<file path="config.mk">
export PLATFORM = sky130hd
export DESIGN_NAME = one_shot_timer_peripheral
export DESIGN_NICKNAME = d
export VERILOG_FILES = /design/src/ostp_pkg.sv /design/src/ostp_core.sv /design/src/ostp_rsp_buf.sv /design/src/one_shot_timer_peripheral.sv
export SDC_FILE = /design/constraint.sdc
export NUM_CORES = 1
export LEC_CHECK = 0
export BUFFER_PORTS_ARGS = -buffer_cell sky130_fd_sc_hd__buf_4
export CORE_MARGIN = 4
export CORE_UTILIZATION = 50
export DETAILED_ROUTE_END_ITERATION = 7
export PLACE_DENSITY = 0.71
export SYNTH_ARGS = -nofsm -noshare
export SYNTH_HDL_FRONTEND = slang
export SYNTH_SLANG_ARGS = --single-unit
</file>
<file path="constraint.sdc">
create_clock -name clock -period 4.8 [get_ports clock]
set_clock_uncertainty 0.15 [all_clocks]
set_input_delay 0.48 -clock clock [delete_from_list [all_inputs] [get_ports clock]]
set_output_delay 0.48 -clock clock [all_outputs]
set_load 0.1 [all_outputs]
</file>
<file path="src/ostp_pkg.sv">
`timescale 1ns / 1ps

package ostp_pkg;

   // Field widths
   localparam int unsigned ADDR_W  = 24;
   localparam int unsigned DATA_W  = 32;
   localparam int unsigned MASK_W  = 4;
   localparam int unsigned IRQ_W   = 4;
   localparam int unsigned MODE_W  = 2;
   localparam int unsigned COUNT_W = 31;
   localparam int unsigned CSR_IDX_W = 2;

   // Request kinds
   localparam logic [MODE_W-1:0] REQ_TICK  = 2'd0;
   localparam logic [MODE_W-1:0] REQ_READ  = 2'd1;
   localparam logic [MODE_W-1:0] REQ_WRITE = 2'd2;

   // Configuration register indexes
   localparam logic [CSR_IDX_W-1:0] CSR_CTRL_ADDR = 2'd0;
   localparam logic [CSR_IDX_W-1:0] CSR_IRQ_LEVEL = 2'd1;

   // Reset values of the configuration registers
   localparam logic [ADDR_W-1:0] CTRL_ADDR_RESET = 24'h000000;
   localparam logic [IRQ_W-1:0]  IRQ_LEVEL_RESET = 4'd10;

   typedef enum logic [1:0] {
      TMR_DISABLED     = 2'd0,
      TMR_COUNTING     = 2'd1,
      TMR_INTERRUPTING = 2'd2
   } timer_state_type;

   typedef struct packed {
      logic              is_bus_response;
      logic [DATA_W-1:0] read_data;
      logic [IRQ_W-1:0]  interrupt_out;
   } rsp_type;

endpackage

</file>
<file path="src/ostp_core.sv">
`timescale 1ns / 1ps

module ostp_core (
   input  logic                                 clock,
   input  logic                                 reset,
   input  logic                                 csr_valid,
   input  logic [ostp_pkg::CSR_IDX_W-1:0]       csr_index,
   input  logic [ostp_pkg::DATA_W-1:0]          csr_write_data,
   input  logic                                 req_accept,
   input  logic [ostp_pkg::MODE_W-1:0]          req_mode,
   input  logic [ostp_pkg::ADDR_W-1:0]          req_address,
   input  logic [ostp_pkg::DATA_W-1:0]          req_write_data,
   input  logic [ostp_pkg::MASK_W-1:0]          req_write_strobe,
   output ostp_pkg::rsp_type                    rsp_data
);

   logic [ostp_pkg::ADDR_W-1:0]  ctrl_addr_ff, ctrl_addr_in;
   logic [ostp_pkg::IRQ_W-1:0]   irq_level_ff, irq_level_in;
   logic [ostp_pkg::DATA_W-1:0]  control_ff, control_in;
   ostp_pkg::timer_state_type    state_ff, state_in;
   logic [ostp_pkg::COUNT_W-1:0] count_ff, count_in;
   logic [ostp_pkg::COUNT_W-1:0] limit_ff, limit_in;
   logic [ostp_pkg::IRQ_W-1:0]   irq_ff, irq_in;

   logic [ostp_pkg::DATA_W-1:0]  byte_keep;
   logic [ostp_pkg::DATA_W-1:0]  merged;
   logic [ostp_pkg::COUNT_W-1:0] count_inc;
   logic                         write_hit;

   // Configuration registers
   always_comb begin
      ctrl_addr_in = ctrl_addr_ff;
      irq_level_in = irq_level_ff;
      if (csr_valid) begin
         case (csr_index)
            ostp_pkg::CSR_CTRL_ADDR: ctrl_addr_in = csr_write_data[ostp_pkg::ADDR_W-1:0];
            ostp_pkg::CSR_IRQ_LEVEL: irq_level_in = csr_write_data[ostp_pkg::IRQ_W-1:0];
            default: ;
         endcase
      end
   end

   // Expand the write strobes and merge write data into the control word
   always_comb begin
      for (int i = 0; i < ostp_pkg::MASK_W; i++) begin
         byte_keep[i*8 +: 8] = {8{req_write_strobe[i]}};
      end
      merged = (control_ff & ~byte_keep) | (req_write_data & byte_keep);
   end

   assign count_inc = count_ff + 1'b1;
   assign write_hit = (req_address == ctrl_addr_ff);

   // Timer next state and result of the accepted request
   always_comb begin
      control_in = control_ff;
      state_in   = state_ff;
      count_in   = count_ff;
      limit_in   = limit_ff;
      irq_in     = irq_ff;
      rsp_data.is_bus_response = 1'b0;
      rsp_data.read_data       = '0;
      if (req_accept) begin
         case (req_mode)
            ostp_pkg::REQ_TICK: begin
               if (state_ff == ostp_pkg::TMR_COUNTING) begin
                  count_in = count_inc;
                  if (count_inc >= limit_ff) begin
                     state_in = ostp_pkg::TMR_INTERRUPTING;
                     irq_in   = irq_level_ff;
                  end
               end
            end
            ostp_pkg::REQ_READ: begin
               rsp_data.is_bus_response = 1'b1;
               rsp_data.read_data       = control_ff;
            end
            ostp_pkg::REQ_WRITE: begin
               rsp_data.is_bus_response = 1'b1;
               if (write_hit) begin
                  control_in = merged;
                  if (!merged[0]) begin
                     state_in = ostp_pkg::TMR_DISABLED;
                     irq_in   = '0;
                     count_in = '0;
                     limit_in = '0;
                  end else if (state_ff == ostp_pkg::TMR_DISABLED) begin
                     state_in = ostp_pkg::TMR_COUNTING;
                     irq_in   = '0;
                     count_in = '0;
                     limit_in = merged[ostp_pkg::DATA_W-1:1];
                  end
               end
            end
            default: ;
         endcase
      end
      rsp_data.interrupt_out = irq_in;
   end

   // Hold timer and configuration state
   always_ff @(posedge clock) begin
      if (reset) begin
         ctrl_addr_ff <= ostp_pkg::CTRL_ADDR_RESET;
         irq_level_ff <= ostp_pkg::IRQ_LEVEL_RESET;
         control_ff   <= '0;
         state_ff     <= ostp_pkg::TMR_DISABLED;
         count_ff     <= '0;
         limit_ff     <= '0;
         irq_ff       <= '0;
      end else begin
         ctrl_addr_ff <= ctrl_addr_in;
         irq_level_ff <= irq_level_in;
         control_ff   <= control_in;
         state_ff     <= state_in;
         count_ff     <= count_in;
         limit_ff     <= limit_in;
         irq_ff       <= irq_in;
      end
   end

endmodule

</file>
<file path="src/ostp_rsp_buf.sv">
`timescale 1ns / 1ps

module ostp_rsp_buf (
   input  logic              clock,
   input  logic              reset,
   input  logic              in_valid,
   output logic              in_stall,
   input  ostp_pkg::rsp_type in_data,
   output logic              out_valid,
   input  logic              out_stall,
   output ostp_pkg::rsp_type out_data
);

   logic              out_valid_ff, out_valid_in;
   logic              skid_valid_ff, skid_valid_in;
   ostp_pkg::rsp_type out_data_ff, out_data_in;
   ostp_pkg::rsp_type skid_data_ff, skid_data_in;
   logic              accept;
   logic              out_free;

   assign in_stall  = skid_valid_ff;
   assign accept    = in_valid & ~skid_valid_ff;
   assign out_free  = ~out_valid_ff | ~out_stall;
   assign out_valid = out_valid_ff;
   assign out_data  = out_data_ff;

   // Advance the output register, park a new response in the skid stage on stall
   always_comb begin
      out_valid_in  = out_valid_ff;
      out_data_in   = out_data_ff;
      skid_valid_in = skid_valid_ff;
      skid_data_in  = skid_data_ff;
      if (out_free) begin
         if (skid_valid_ff) begin
            out_valid_in  = 1'b1;
            out_data_in   = skid_data_ff;
            skid_valid_in = 1'b0;
         end else begin
            out_valid_in = accept;
            out_data_in  = in_data;
         end
      end else if (accept) begin
         skid_valid_in = 1'b1;
         skid_data_in  = in_data;
      end
   end

   always_ff @(posedge clock) begin
      if (reset) begin
         out_valid_ff  <= 1'b0;
         skid_valid_ff <= 1'b0;
      end else begin
         out_valid_ff  <= out_valid_in;
         skid_valid_ff <= skid_valid_in;
      end
   end

   always_ff @(posedge clock) begin
      out_data_ff  <= out_data_in;
      skid_data_ff <= skid_data_in;
   end

endmodule

</file>
<file path="src/one_shot_timer_peripheral.sv">
`timescale 1ns / 1ps

// One-shot interrupt timer behind a single control register.
// Request channel (req_*): each request is a tick, a bus read or a bus write
// with byte write strobes; it is taken when req_valid is high and req_stall is low.
// Response channel (rsp_*): exactly one response per request, in order, taken
// when rsp_valid is high and rsp_stall is low. Bus accesses set
// rsp_is_bus_response; reads return the control word, everything else zero.
// rsp_interrupt_out is the interrupt line after the request took effect.
// Configuration channel (csr_*): index 0 sets the control address, index 1
// the interrupt level; csr_ready is always high, other indexes are ignored.
// The response is registered in the output stage (or the skid stage on a stall).
// Throughput: one request per cycle while req_stall is low; the timer update (one
// 31-bit increment and compare plus a masked word write) completes in the accepting cycle.
// When the receiver stalls, one more response is parked in a skid stage and
// req_stall rises in the following cycle until the skid stage drains.
// Reset clears the timer (disabled, count, limit and interrupt zero), the
// control word, and both response stages; the control address resets to 0
// and the interrupt level to 10.

module one_shot_timer_peripheral (
   input  logic                               clock,
   input  logic                               reset,
   input  logic                               req_valid,
   output logic                               req_stall,
   input  logic [ostp_pkg::MODE_W-1:0]        req_mode,
   input  logic [ostp_pkg::ADDR_W-1:0]        req_address,
   input  logic [ostp_pkg::DATA_W-1:0]        req_write_data,
   input  logic [ostp_pkg::MASK_W-1:0]        req_write_strobe,
   output logic                               rsp_valid,
   input  logic                               rsp_stall,
   output logic                               rsp_is_bus_response,
   output logic [ostp_pkg::DATA_W-1:0]        rsp_read_data,
   output logic [ostp_pkg::IRQ_W-1:0]         rsp_interrupt_out,
   input  logic                               csr_valid,
   output logic                               csr_ready,
   input  logic [ostp_pkg::CSR_IDX_W-1:0]     csr_index,
   input  logic [ostp_pkg::DATA_W-1:0]        csr_write_data
);

   logic              req_accept;
   ostp_pkg::rsp_type core_rsp;
   ostp_pkg::rsp_type buf_rsp;

   assign csr_ready  = 1'b1;
   assign req_accept = req_valid & ~req_stall;

   // Timer state and request handling
   ostp_core u_core (
      .clock            (clock),
      .reset            (reset),
      .csr_valid        (csr_valid),
      .csr_index        (csr_index),
      .csr_write_data   (csr_write_data),
      .req_accept       (req_accept),
      .req_mode         (req_mode),
      .req_address      (req_address),
      .req_write_data   (req_write_data),
      .req_write_strobe (req_write_strobe),
      .rsp_data         (core_rsp)
   );

   // Response register with skid stage
   ostp_rsp_buf u_rsp_buf (
      .clock     (clock),
      .reset     (reset),
      .in_valid  (req_valid),
      .in_stall  (req_stall),
      .in_data   (core_rsp),
      .out_valid (rsp_valid),
      .out_stall (rsp_stall),
      .out_data  (buf_rsp)
   );

   assign rsp_is_bus_response = buf_rsp.is_bus_response;
   assign rsp_read_data       = buf_rsp.read_data;
   assign rsp_interrupt_out   = buf_rsp.interrupt_out;

endmodule
</file>
==> reports/results.md, run 1 <==
| Group | Quantity | Value |
| --- | --- | --- |
| run status | Run status | finished, final reports clean |
| floorplan | Number of placement rows | 51 |
| logic synthesis | Synthesized cell area | 9850 um2 |
| worst setup path | Delay of the slowest cell on the worst path | 590 ps |
| logic synthesis | Share of the synthesized area in the top cell type | 26.4% |
| logic synthesis | Cell type with the largest total area after synthesis | dfxtp_1 |
| sta | Count of final hold-check violations | 0 |
| sta | Max Clock Freq | 0.235 GHz |
| logic synthesis | Ranking of synthesized cells by area | dfxtp_1, edfxtp_1, ha_1, xnor2_1, nand2_1 |
| floorplan | Horizontal die dimension | 148 um |
| clock tree | Hold buffer count at cts | 0 |
| place | Number of input and output port buffers inserted | 131 |
| worst setup path | R2R Path Start | u_core.count_ff[13] |
| worst setup path | Cell class contributing the biggest share of worst-path delay | simple AND/OR/NAND/NOR gates |
| hold path | Worst min-delay path startpoint | csr_write_data[1] |
| detailed routing | Met3 routed wirelength | 1560 um |
| detailed routing | Number of nets with antenna violations after routing | 0 |
| hold path | Number of instances on the worst hold path | 3 |
| logic synthesis | Count of flip-flops with a built-in enable after synthesis | 74 |
| finish | Fill count | 1669 |
| floorplan | Starting Density | 50.8% |
| worst setup path | Data required time of the critical path | 4880 ps |
| floorplan | Area enclosed by the die boundary | 22000 um2 |
| logic synthesis | Mapped Avg Cell Area | 9.98 um2 |
| clock tree | Clock root buffer | clkbuf_16 |
| pwr | Leakage power of the design | 0.00523 uW |
| detailed routing | DR pass1 iterations | 6 |
| finish | Ant diodes | 0 |
| floorplan | Core ar. | 19400 um2 |
| global route | Maximum number of pins on one net before global-route repair | 81 |
| detailed routing | Routed wire length on met2 | 10100 um |
| worst setup path | Type of element launching the critical path | flip-flop |
| clock tree | Clock tree buffer depth | 3 |
| detailed routing | Post-detailed-routing wire length | 22100 um |
| detailed routing | DRC marker count from the first detailed-route iteration | 350 |
| place | Post-DP HPWL | 15200 um |
| clock tree | H-Tree Depth | 1 |
| clock tree | Clock insertion delay at the later pin of the skew report | 510 ps |
| detailed routing | Wire length on met1 | 10000 um |
| logic synthesis | Yosys reg bits | 204 |
| worst setup path | Critical path, cell by cell | and3_1, nand4_1, nor4_4, nand3_1, xnor2_1, ha_1, o21ai_0, a21boi_0, a22oi_1, a21oi_1, nor3_1, a221oi_1 |
| worst setup path | Path type of the worst setup path | flip-flop to flip-flop |
| pwr | Largest voltage drop on the vdd net | 216 uV |
| sta | Tmin final | 4260 ps |
| sta | Final Setup Violations | 0 |
| pwr | Power density cells | 335 nW/um2 |
| job | Max capacitance violation total | 0 |
| logic synthesis | Synth Net Count | 1123 |
| floorplan | # IOs | 141 |
| clock tree | Number of gates given a new drive strength after cts | 0 |
| global route | Number of antenna violations at the first check in global routing | 0 |
| worst setup path | Worst-path cell with the longest stage delay | nor4_4 |
| logic synthesis | Top flip-flop cell by instance count after synthesis | dfxtp_1 |
| worst setup path | Launching element of the worst setup path | u_core.count_ff[13] |
| hold path | Hold WC Path Type | primary input to flip-flop |
| global route | Global-route wire length before repair | 35600 um |
| worst setup path | Endpoint class of the critical path | flip-flop |
| finish | Count of nets after finishing | 1233 |
| sta | Number of max-slew violations in the final report | 0 |
| detailed routing | Top routing layer used | met4 |
| detailed routing | Via density per instance | 5.52 |
| global route | Vias in the first global route | 6964 |
| clock tree | Sinks on Clock Net | 204 |
| logic synthesis | Count of yosys warnings during synthesis | 0 |
| clock tree | Clock Pin Slew Worst Setup and Hold Paths | 60 ps |
| sta | Slew headroom | 29.5% |
| logic synthesis | Number of unique standard cell types used by synthesis | 56 |
| logic synthesis | Async S/R FF share, synth | 0% |
| detailed routing | Routed length per instance | 16.0 um |
| place | Number of placed instances with taps included | 1338 |
| sta | Slew at the pin closest to its max-slew limit | 1050 ps |
| clock tree | TritonCTS clock tree | built |
| place | Placer congestion estimate | 0.844 |
| sta | Final period utilization | 88.8% |
| clock tree | Total clock buffers created by CTS | 22 |
| finish | Growth of design area from synthesis to finish | 19.8% |
| global route | Total global routing track utilization | 19.3% |
| detailed routing | Detailed-route DRC error count | 0 |
| clock tree | Number of setup buffers added after CTS | 0 |
| floorplan | Overall die height | 148 um |
| detailed routing | Overall via count from detail_route | 7601 |
| worst setup path | Critical path arrival | 4340 ps |
| global route | Overflow left after global routing | 0 |
| worst setup path | Register-to-Register Path Depth | 12 |
| finish | Footprint of the multi-input gates | 4630 um2 |
| finish | Flip-flop and latch area | 4820 um2 |
| logic synthesis | Instance count of the mapped netlist | 987 |
| worst setup path | Crit path max fanout | 7 |
| logic synthesis | Register area share after synthesis | 49.0% |
| finish | Count of placed standard cells in the final layout, fillers left out | 1378 |
| worst setup path | Sum of buffers and inverters on the critical path | 0 |
| sta | Unrepaired setup endpoints after global routing | false |
| sta | Total negative setup slack | 0 ps |
| worst setup path | Levels on crit path | 12 |
| finish | Fraction of layout cells with a size suffix above 1 | 20.8% |
[flip-flops by register name (all words and copies together), names as in the netlist]
name	cells
u_core.irq_level_ff	4
u_core.count_ff	31
u_rsp_buf.in_stall	1
u_core.irq_ff	4
u_rsp_buf.out_valid	1
u_core.limit_ff	31
u_core.ctrl_addr_ff	24
u_rsp_buf.out_data	37
u_core.control_ff	32
u_rsp_buf.skid_data_ff	37
u_core.state_ff	2
[cell usage after synthesis, drive strengths merged (5+ instances only)]
cell,number
o32ai,5
o21ai,25
nor2,84
nand4,15
ha,35
nor3,11
a21oi,61
a211oi,5
xnor2,45
a31oi,6
and3,43
mux2,32
nand2,98
nand3,27
inv,50
dfxtp,130
edfxtp,74
o31ai,8
xor2,8
mux2i,35
nand2b,7
buf,14
clkbuf,41
a21o,35
a22oi,33
a311oi,13
o41ai,5
[worst paths after layout]
path              slack, ps                endpoint
hold / removal           50  u_core.irq_level_ff[1]
hold reg to reg         310  u_core.ctrl_addr_ff[7]
setup / recovery        540   u_rsp_buf.out_data[0]
setup reg to reg        540   u_rsp_buf.out_data[0]
[area by class of cell]
| class | instances | area share (%) |
|---|---|---|
| clock buffer | 27 | 5.16 |
| clock inverter | 13 | 1.35 |
| inverter | 50 | 1.59 |
| multi-input combinational | 678 | 39.3 |
| sequential | 204 | 40.9 |
| tap | 265 | 2.81 |
| timing repair buffer | 141 | 8.97 |
[cell families (layout without fill, tap and decap cells)]
family	Yosys count	after routing	share of synthesized area [%]
fa+ha+maj	35	35	4.45
xor+xnor	53	53	4.71
other cells	1	1	0.0381
flops	204	204	49.0
mux	67	67	7.25
buf+inv	105	231	4.22
simple gates	304	304	15.3
compound gates	218	218	15.1
[cell usage in the layout (no fill, tap or decap), drive strengths merged, types with 5 or more instances in the layout]
master  count
a211oi      5
a21o       35
a21oi      61
a22oi      33
a311oi     13
a31oi       6
and3       43
buf       141
clkbuf     27
clkinv      8
dfxtp     130
edfxtp     74
ha         35
inv        50
mux2       32
mux2i      35
nand2      98
nand2b      7
nand3      27
nand4      15
nor2       84
nor3       11
o21ai      25
o31ai       8
o32ai       5
o41ai       5
xnor2      45
xor2        8
[metal layers]
| layer | up-vias | track usage [%] |
|---|---|---|
| met4 | 0 | 4.48 |
| met1 | 3563 | 27.2 |
| met3 | 29 | 3.78 |
| met2 | 219 | 31.1 |
| met5 | - | 0 |
| li1 | 3790 | - |
[worst reg2reg max path, cell delays in order, from the launching register on]
cell      delay, ps
dfxtp_1         420
and3_1          260
nand4_1         280
nor4_4          590
nand3_1         200
xnor2_1         170
ha_1            310
o21ai_0         220
a21boi_0        140
a22oi_1         460
a21oi_1         150
nor3_1          460
a221oi_1        180
[metrics by stage]
step,power [uW],hold WS (ps),setup slack (ps),area [um2],util (%)
after floorplan,2110,299,321,9850,-
after detailed placement,2230,309,578,11000,56.9
after global routing,4090,49.2,233,11800,60.9
final,3960,53.6,537,11800,60.9
after global placement,2230,305,679,11000,56.9
after CTS,3990,32.9,552,11800,60.9
[where the power goes]
group | leakage, uW | internal (uW) | switching, uW
registers | 0.00187 | 1820 | 11.5
clock network | 0.000376 | 1070 | 698
logic | 0.00298 | 118 | 242
total | 0.00523 | 3000 | 951
No activity file was read; power rests on OpenSTA's default activity.
==> inputs of run 2 (changes only) <==
==> constraint.sdc (replaced) <==
create_clock -name clock -period 4.47 [get_ports clock]
set_clock_uncertainty 0.15 [all_clocks]
set_input_delay 0.447 -clock clock [delete_from_list [all_inputs] [get_ports clock]]
set_output_delay 0.447 -clock clock [all_outputs]
set_load 0.1 [all_outputs]
==> reports/results.md, run 2 (synthesized netlist as in run 1, its figures left out) <==
| Group | Quantity | Value | Delta |
| --- | --- | --- | --- |
| run status | Run status | finished, final reports clean | unchanged |
| floorplan | Starting Density | 50.8% | unchanged |
| place | Placer congestion estimate | 0.849 | was 0.844 |
| detailed routing | Met3 routed wirelength | 1470 um | was 1560 um |
| finish | Count of nets after finishing | 1240 | was 1233 |
| floorplan | Core ar. | 19400 um2 | unchanged |
| global route | Global-route wire length before repair | 35800 um | was 35600 um |
| floorplan | Area enclosed by the die boundary | 22000 um2 | unchanged |
| detailed routing | DR pass1 iterations | 5 | was 6 |
| global route | Number of antenna violations at the first check in global routing | 0 | unchanged |
| worst setup path | Delay of the slowest cell on the worst path | 480 ps | was 590 ps |
| clock tree | H-Tree Depth | 1 | unchanged |
| finish | Final standard cell utilization of the core | 61.0% | was 60.9% |
| place | Number of input and output port buffers inserted | 131 | unchanged |
| pwr | Leakage power of the design | 0.00525 uW | was 0.00523 uW |
| floorplan | # IOs | 141 | unchanged |
| clock tree | Number of gates given a new drive strength after cts | 0 | unchanged |
| clock tree | Sinks on Clock Net | 204 | unchanged |
| finish | Most frequent cells in the layout | buf_4, dfxtp_1, nand2_1 | unchanged |
| sta | Tmin final | 4080 ps | was 4260 ps |
| worst setup path | Endpoint class of the critical path | flip-flop | unchanged |
| detailed routing | Via density per instance | 5.46 | was 5.52 |
| sta | Final Setup Violations | 0 | unchanged |
| floorplan | Overall die height | 148 um | unchanged |
| detailed routing | Top routing layer used | met4 | unchanged |
| clock tree | Clock root buffer | clkbuf_16 | unchanged |
| job | Max capacitance violation total | 0 | unchanged |
| worst setup path | Crit path max fanout | 8 | was 7 |
| global route | Vias in the first global route | 7317 | was 6964 |
| detailed routing | DRC marker count from the first detailed-route iteration | 443 | was 350 |
| clock tree | Total clock buffers created by CTS | 22 | unchanged |
| worst setup path | Worst-path cell with the longest stage delay | nor4_4 | unchanged |
| place | Post-DP HPWL | 15400 um | was 15200 um |
| detailed routing | Overall via count from detail_route | 7560 | was 7601 |
| global route | Overflow left after global routing | 0 | unchanged |
| worst setup path | Path type of the worst setup path | flip-flop to flip-flop | unchanged |
| detailed routing | Number of nets with antenna violations after routing | 0 | unchanged |
| detailed routing | Routed length per instance | 15.9 um | was 16.0 um |
| floorplan | Horizontal die dimension | 148 um | unchanged |
| worst setup path | Critical path arrival | 4150 ps | was 4340 ps |
| finish | Fraction of layout cells with a size suffix above 1 | 20.8% | about the same |
| clock tree | TritonCTS clock tree | built | unchanged |
| pwr | Power density cells | 354 nW/um2 | was 335 nW/um2 |
| floorplan | Number of placement rows | 51 | unchanged |
| global route | Maximum number of pins on one net before global-route repair | 89 | was 81 |
| detailed routing | Post-detailed-routing wire length | 22000 um | was 22100 um |
| global route | Total global routing track utilization | 19.4% | was 19.3% |
| finish | Ant diodes | 0 | unchanged |
| hold path | Hold WC Path Type | primary input to flip-flop | unchanged |
| sta | Unrepaired setup endpoints after global routing | false | unchanged |
| sta | Number of max-slew violations in the final report | 0 | unchanged |
| sta | Count of final hold-check violations | 0 | unchanged |
| sta | Total negative setup slack | 0 ps | unchanged |
| worst setup path | Type of element launching the critical path | flip-flop | unchanged |
| sta | Final period utilization | 91.2% | was 88.8% |
| detailed routing | Wire length on met1 | 10000 um | about the same |
| finish | Growth of design area from synthesis to finish | 20.2% | was 19.8% |
| worst setup path | Data required time of the critical path | 4550 ps | was 4880 ps |
| clock tree | Clock tree buffer depth | 3 | unchanged |
| sta | Hold Slack | 26.9 ps | was 53.6 ps |
| sta | Slew headroom | 33.7% | was 29.5% |
| worst setup path | Critical path, cell by cell | and3_1, nand4_1, nor4_4, buf_4, nand3_1, xnor2_1, ha_1, a21oi_1, o21ai_0, a22oi_1, a21oi_1, o31ai_1, o31ai_1 | was and3_1, nand4_1, nor4_4, nand3_1, xnor2_1, ha_1, o21ai_0, a21boi_0, a22oi_1, a21oi_1, nor3_1, a221oi_1 |
| finish | Most common library cell in the layout ignoring fill and taps | buf_4 | unchanged |
| clock tree | Clock Pin Slew Worst Setup and Hold Paths | 60 ps | about the same |
| detailed routing | Detailed-route DRC error count | 0 | unchanged |
| sta | Max Clock Freq | 0.245 GHz | was 0.235 GHz |
| detailed routing | Routed wire length on met2 | 10200 um | was 10100 um |
| sta | Slew at the pin closest to its max-slew limit | 995 ps | was 1050 ps |
| clock tree | Clock insertion delay at the later pin of the skew report | 490 ps | was 510 ps |
| pwr | Largest voltage drop on the vdd net | 202 uV | was 216 uV |
-- run 2: cell count changes in the layout (fill, tap and decap cells not counted) --
cell	previous run	this run
buf_4	141	147
clkbuf_1	1	4
clkbuf_8	4	1
clkinv_1	1	3
buf_12	0	1
clkbuf_16	22	23
clkinv_4	1	0
clkinv_8	1	0
clkinvlp_4	2	1
-- run 2: worst max-delay path: cells and delay by family, from the launching register on --
family / cells / cell delay [ps]
compound gates: 6 / 1450
xor+xnor: 1 / 160
fa+ha+maj: 1 / 330
buf+inv: 1 / 180
flops: 1 / 440
simple gates: 4 / 1130
-- run 2: timing repair --
action,in CTS,in global routing
hold endpoints to repair,0,0
buffers inserted,0,2
setup endpoints to repair,0,11
hold buffers,0,0
-- run 2: final timing paths --
| check | start | endpoint | slack (ps) | cells past startpoint |
|---|---|---|---|---|
| max | u_core.count_ff[13] | u_rsp_buf.skid_data_ff[0] | 390 | 13 |
| min reg2reg | u_core.ctrl_addr_ff[16] | u_core.ctrl_addr_ff[16] | 310 | 2 |
| min | csr_write_data[1] | u_core.irq_level_ff[1] | 30 | 3 |
| max reg2reg | u_core.count_ff[13] | u_rsp_buf.skid_data_ff[0] | 390 | 13 |
-- run 2: where the power goes --
| part | internal [uW] | total, uW | switching (uW) |
|---|---|---|---|
| combinational | 128 | 390 | 262 |
| clock | 1130 | 1840 | 710 |
| sequential | 1950 | 1960 | 12.7 |
| total | 3210 | 4190 | 984 |
-- run 2: layer usage --
layer / vias up / track usage (%)
li1: 3797 / -
met1: 3539 / 27.0
met4: 0 / 3.97
met3: 19 / 3.29
met5: - / 0
met2: 205 / 32.1
-- run 2: per-stage QoR --
step                setup slack [ps]  instance area (um2)  power [uW]  cells
floorplan                        688                 9850        2260    987
global placement                 455                11100        2390   1343
detailed placement               326                11100        2400   1343
CTS                              312                11800        4230   1383
global route                     101                11800        4330   1385
finish                           394                11800        4190   1385
-- run 2: layout make-up --
type                       count  area (um2)
fill                        1655        7560
sequential                   204        4820
multi-input combinational    678        4630
timing repair buffer         148        1120
clock buffer                  28         604
tap                          265         332
inverter                      50         188
clock inverter                12         134
==> inputs of run 3 (changes only) <==
--- a/config.mk
+++ b/config.mk
@@ -12,4 +12,5 @@
 export PLACE_DENSITY = 0.71
 export SYNTH_ARGS = -nofsm -noshare
 export SYNTH_HDL_FRONTEND = slang
+export SYNTH_HIERARCHICAL = 1
 export SYNTH_SLANG_ARGS = --single-unit
==> reports/results.md, run 3 <==
| Group | Quantity | Value | Delta |
| --- | --- | --- | --- |
| run status | Run status | finished, final reports clean | unchanged |
| worst setup path | Data required time of the critical path | 4570 ps | was 4550 ps |
| floorplan | Starting Density | 50.7% | was 50.8% |
| finish | Growth of design area from synthesis to finish | 20.1% | was 20.2% |
| pwr | Switching power summed over all nets | 966 uW | was 984 uW |
| detailed routing | Routed wire length on met2 | 9800 um | was 10200 um |
| hold path | Endpoint of the worst hold-timing path | u_core/irq_level_ff[2] | was u_core.irq_level_ff[1] |
| sta | Final Setup Violations | 0 | unchanged |
| logic synthesis | Count of flip-flops with a built-in enable after synthesis | 74 | unchanged |
| worst setup path | Most common cell type on the critical path | nand2_1 |  |
| global route | Total global routing track utilization | 18.6% | was 19.4% |
| logic synthesis | Cell type with the largest total area after synthesis | dfxtp_1 | unchanged |
| detailed routing | Met3 routed wirelength | 1220 um | was 1470 um |
| clock tree | Clock tree buffer depth | 3 | unchanged |
| sta | Crit path setup slack, layout | 344 ps | was 394 ps |
| logic synthesis | Yosys reg bits | 204 | unchanged |
| finish | Ant diodes | 0 | unchanged |
| sta | Total negative setup slack | 0 ps | unchanged |
| logic synthesis | Register area share after synthesis | 48.9% | was 49.0% |
| worst setup path | Endpoint class of the critical path | flip-flop | unchanged |
| pwr | Internal power consumption | 3240 uW | was 3210 uW |
| global route | Maximum number of pins on one net before global-route repair | 92 | was 89 |
| sta | Number of max-slew violations in the final report | 0 | unchanged |
| clock tree | Sinks on Clock Net | 204 | unchanged |
| clock tree | Number of setup buffers added after CTS | 0 | unchanged |
| detailed routing | DRC marker count from the first detailed-route iteration | 435 | was 443 |
| sta | Final period utilization | 92.3% | was 91.2% |
| floorplan | Horizontal die dimension | 149 um | was 148 um |
| detailed routing | Number of nets with antenna violations after routing | 0 | unchanged |
| floorplan | Core ar. | 19500 um2 | was 19400 um2 |
| floorplan | Number of placement rows | 51 | unchanged |
| logic synthesis | Mapped Avg Cell Area | 10.2 um2 | was 9.98 um2 |
| place | Placer congestion estimate | 0.819 | was 0.849 |
| sta | Max Clock Freq | 0.242 GHz | was 0.245 GHz |
| worst setup path | Path type of the worst setup path | flip-flop to flip-flop | unchanged |
| sta | Count of final hold-check violations | 0 | unchanged |
| pwr | Relative contribution of sequential cells to total power | 46.6% | was 46.9% |
| hold path | Number of instances on the worst hold path | 3 | unchanged |
| global route | Overflow left after global routing | 0 | unchanged |
| pwr | Clock group share of total power | 44.8% | was 43.8% |
| worst setup path | R2r endpoint | u_rsp_buf/out_data[1] | was u_rsp_buf.skid_data_ff[0] |
| place | Number of input and output port buffers inserted | 131 | unchanged |
| clock tree | Total clock buffers created by CTS | 22 | unchanged |
| worst setup path | Launching element of the worst setup path | u_core/count_ff[0] | was u_core.count_ff[13] |
| sta | Tmin final | 4130 ps | was 4080 ps |
| detailed routing | Via density per instance | 5.28 | was 5.46 |
| hold path | Hold WC Path Type | primary input to flip-flop | unchanged |
| global route | Vias in the first global route | 6803 | was 7317 |
| detailed routing | Routed length per instance | 15.4 um | was 15.9 um |
| clock tree | Number of gates given a new drive strength after cts | 0 | unchanged |
| clock tree | Hold buffer count at cts | 0 | unchanged |
| global route | Global-route wire length before repair | 34300 um | was 35800 um |
| finish | Count of nets after finishing | 1221 | was 1240 |
| clock tree | Clock root buffer | clkbuf_16 | unchanged |
| pwr | Post-layout power | 4200 uW | was 4190 uW |
| logic synthesis | Synth Net Count | 1100 | was 1123 |
| worst setup path | Critical path, cell by cell | ha_2, nand3_2, nor4_4, buf_4, nand3_4, or3_4, xnor2_1, ha_1, nand4_1, nor3_1, nand2_1, o221ai_1, a211oi_2, o21ai_0, nand2_1, mux2_2 | was and3_1, nand4_1, nor4_4, buf_4, nand3_1, xnor2_1, ha_1, a21oi_1, o21ai_0, a22oi_1, a21oi_1, o31ai_1, o31ai_1 |
| worst setup path | Flop2flop setup slack | 340 ps | was 390 ps |
| worst setup path | Sum of buffers and inverters on the critical path | 1 | unchanged |
| clock tree | Clock insertion delay at the later pin of the skew report | 500 ps | was 490 ps |
| pwr | Leakage power of the design | 0.00500 uW | was 0.00525 uW |
| pwr | Largest voltage drop on the vdd net | 206 uV | was 202 uV |
| logic synthesis | Most used standard cells in the synthesized netlist | dfxtp_1, nor2_1, nand2_1, edfxtp_1, mux2_2 | was dfxtp_1, nand2_1, nor2_1, edfxtp_1, a21oi_1 |
| hold path | Worst min-delay path startpoint | csr_write_data[2] | was csr_write_data[1] |
| worst setup path | Critical path arrival | 4220 ps | was 4150 ps |
| worst setup path | Register-to-Register Path Depth | 16 | was 13 |
| finish | Count of placed standard cells in the final layout, fillers left out | 1366 | was 1385 |
| detailed routing | DR pass1 iterations | 6 | was 5 |
| logic synthesis | Async S/R FF share, synth | 0% | unchanged |
| detailed routing | Wire length on met1 | 9810 um | was 10000 um |
| worst setup path | Delay of the slowest cell on the worst path | 450 ps | was 480 ps |
| logic synthesis | Instance count of the mapped netlist | 964 | was 987 |
| job | Max capacitance violation total | 0 | unchanged |
| clock tree | TritonCTS clock tree | built | unchanged |
| finish | Most common library cell in the layout ignoring fill and taps | buf_4 | unchanged |
| detailed routing | Post-detailed-routing wire length | 21100 um | was 22000 um |
| sta | Hold Slack | 43.3 ps | was 26.9 ps |
| detailed routing | Detailed-route DRC error count | 0 | unchanged |
| logic synthesis | Synthesized cell area | 9880 um2 | was 9850 um2 |
| logic synthesis | Share of the synthesized area in the top cell type | 26.4% | about the same |
| place | Post-DP HPWL | 14800 um | was 15400 um |
| clock tree | H-Tree Depth | 1 | unchanged |
| logic synthesis | Top flip-flop cell by instance count after synthesis | dfxtp_1 | unchanged |
| pwr | Proportion of power drawn by combinational gates | 8.6% | was 9.3% |
| pwr | Power density cells | 354 nW/um2 | about the same |
| global route | Number of antenna violations at the first check in global routing | 0 | unchanged |
| worst setup path | Crit path max fanout | 8 | unchanged |
| pwr | Sw Share | 23.0% | was 23.5% |
| detailed routing | Overall via count from detail_route | 7215 | was 7560 |
| place | Pre-CTS WS | 222 ps | was 326 ps |
| clock tree | Clock Pin Slew Worst Setup and Hold Paths | 60 ps | about the same |
| finish | Fraction of layout cells with a size suffix above 1 | 25.6% | was 20.8% |
| worst setup path | Worst-path cell with the longest stage delay | dfxtp_1 | was nor4_4 |
| sta | Slew at the pin closest to its max-slew limit | 976 ps | was 995 ps |
| finish | Most frequent cells in the layout | buf_4, dfxtp_1, nor2_1 | was buf_4, dfxtp_1, nand2_1 |
| detailed routing | Top routing layer used | met4 | unchanged |
| sta | Slew headroom | 34.9% | was 33.7% |
| sta | Unrepaired setup endpoints after global routing | false | unchanged |
| logic synthesis | Count of yosys warnings during synthesis | 6 | was 0 |
| worst setup path | R2R Path Start | u_core/count_ff[0] | was u_core.count_ff[13] |
| floorplan | Overall die height | 149 um | was 148 um |
| floorplan | # IOs | 141 | unchanged |
| worst setup path | Type of element launching the critical path | flip-flop | unchanged |
| place | Number of placed instances with taps included | 1326 | was 1343 |
| floorplan | Area enclosed by the die boundary | 22100 um2 | was 22000 um2 |
| logic synthesis | Cell with the most instances after synthesis | dfxtp_1 | unchanged |
| worst setup path | Cell class contributing the biggest share of worst-path delay | simple AND/OR/NAND/NOR gates | was compound AO/OA/AOI/OAI gates |
| logic synthesis | Number of unique standard cell types used by synthesis | 62 | was 56 |
| logic synthesis | Ranking of synthesized cells by area | dfxtp_1, edfxtp_1, mux2_2, ha_1, xnor2_1 | was dfxtp_1, edfxtp_1, ha_1, xnor2_1, nand2_1 |
==> run 3: cell count changes in the layout (fill, tap and decap cells not counted), moves of 7 or more <==
cell	change
a21o_1	-33
and3_1	-8
a311oi_1	-10
nand2_1	-9
mux2_4	+7
mux2_2	+34
nor2_1	+24
nand3_1	-9
==> run 3: per-layer routing <==
layer  global-route usage, %  up-vias
met2                    30.3      171
met1                    26.7     3374
li1                        -     3646
met3                    2.56       24
met5                       0        -
met4                    3.79        0
==> run 3: logic make-up (layout without fill, tap and decap cells) <==
logic type	after synthesis	count (layout)	share of synthesized area, %
flip-flops	204	204	48.9
AND/OR/NAND/NOR	323	323	16.4
adder cells (fa/ha/maj)	35	35	4.43
multiplexers	114	114	12.8
buffers and inverters	100	237	4.54
AO/OA/AOI/OAI	134	134	8.26
XOR/XNOR	53	53	4.70
other	1	1	0.0380
==> run 3: per-stage QoR <==
stage | util, % | cell area [um2]
final | 60.9 | 11900
after CTS | 60.9 | 11800
after global routing | 60.9 | 11900
after floorplan | - | 9880
after detailed placement | 57.0 | 11100
after global placement | 57.0 | 11100
==> run 3: cell type report <==
type | instances | area, um2
clock buffers | 32 | 639
clock inverters | 8 | 119
fillers | 1622 | 7610
inverters | 47 | 176
multi-input cells | 660 | 4640
flip-flops and latches | 204 | 4830
well taps | 265 | 332
repair buffers | 150 | 1130
==> run 3: power groups by stage <==
stage,Combinational (uW),Sequential (uW),Clock (uW)
2_1_floorplan,112,2120,0
3_3_place_gp,362,2000,0
3_5_place_dp,363,2000,0
4_1_cts,364,1960,1920
5_1_grt,382,1960,2000
6_report,362,1960,1880
==> run 3: how the worst max path moves through the flow <==
stage / slack [ps] / endpoint / cells past startpoint
4_1_cts: 220 / u_rsp_buf/out_data[0] / 16
3_5_place_dp: 220 / u_rsp_buf/out_data[3] / 16
3_3_place_gp: 310 / u_rsp_buf/out_data[3] / 16
6_report: 340 / u_rsp_buf/out_data[1] / 16
5_1_grt: 20 / u_rsp_buf/out_data[3] / 16
2_1_floorplan: 190 / u_rsp_buf/skid_data_ff[0] / 2
==> run 3: worst register-to-register path, delay by kind of cell (launching register included) <==
family / cells / cell delay, ps
flops: 1 / 450
mux: 1 / 270
xor+xnor: 1 / 130
simple gates: 8 / 1440
fa+ha+maj: 2 / 590
buf+inv: 1 / 210
compound gates: 3 / 660
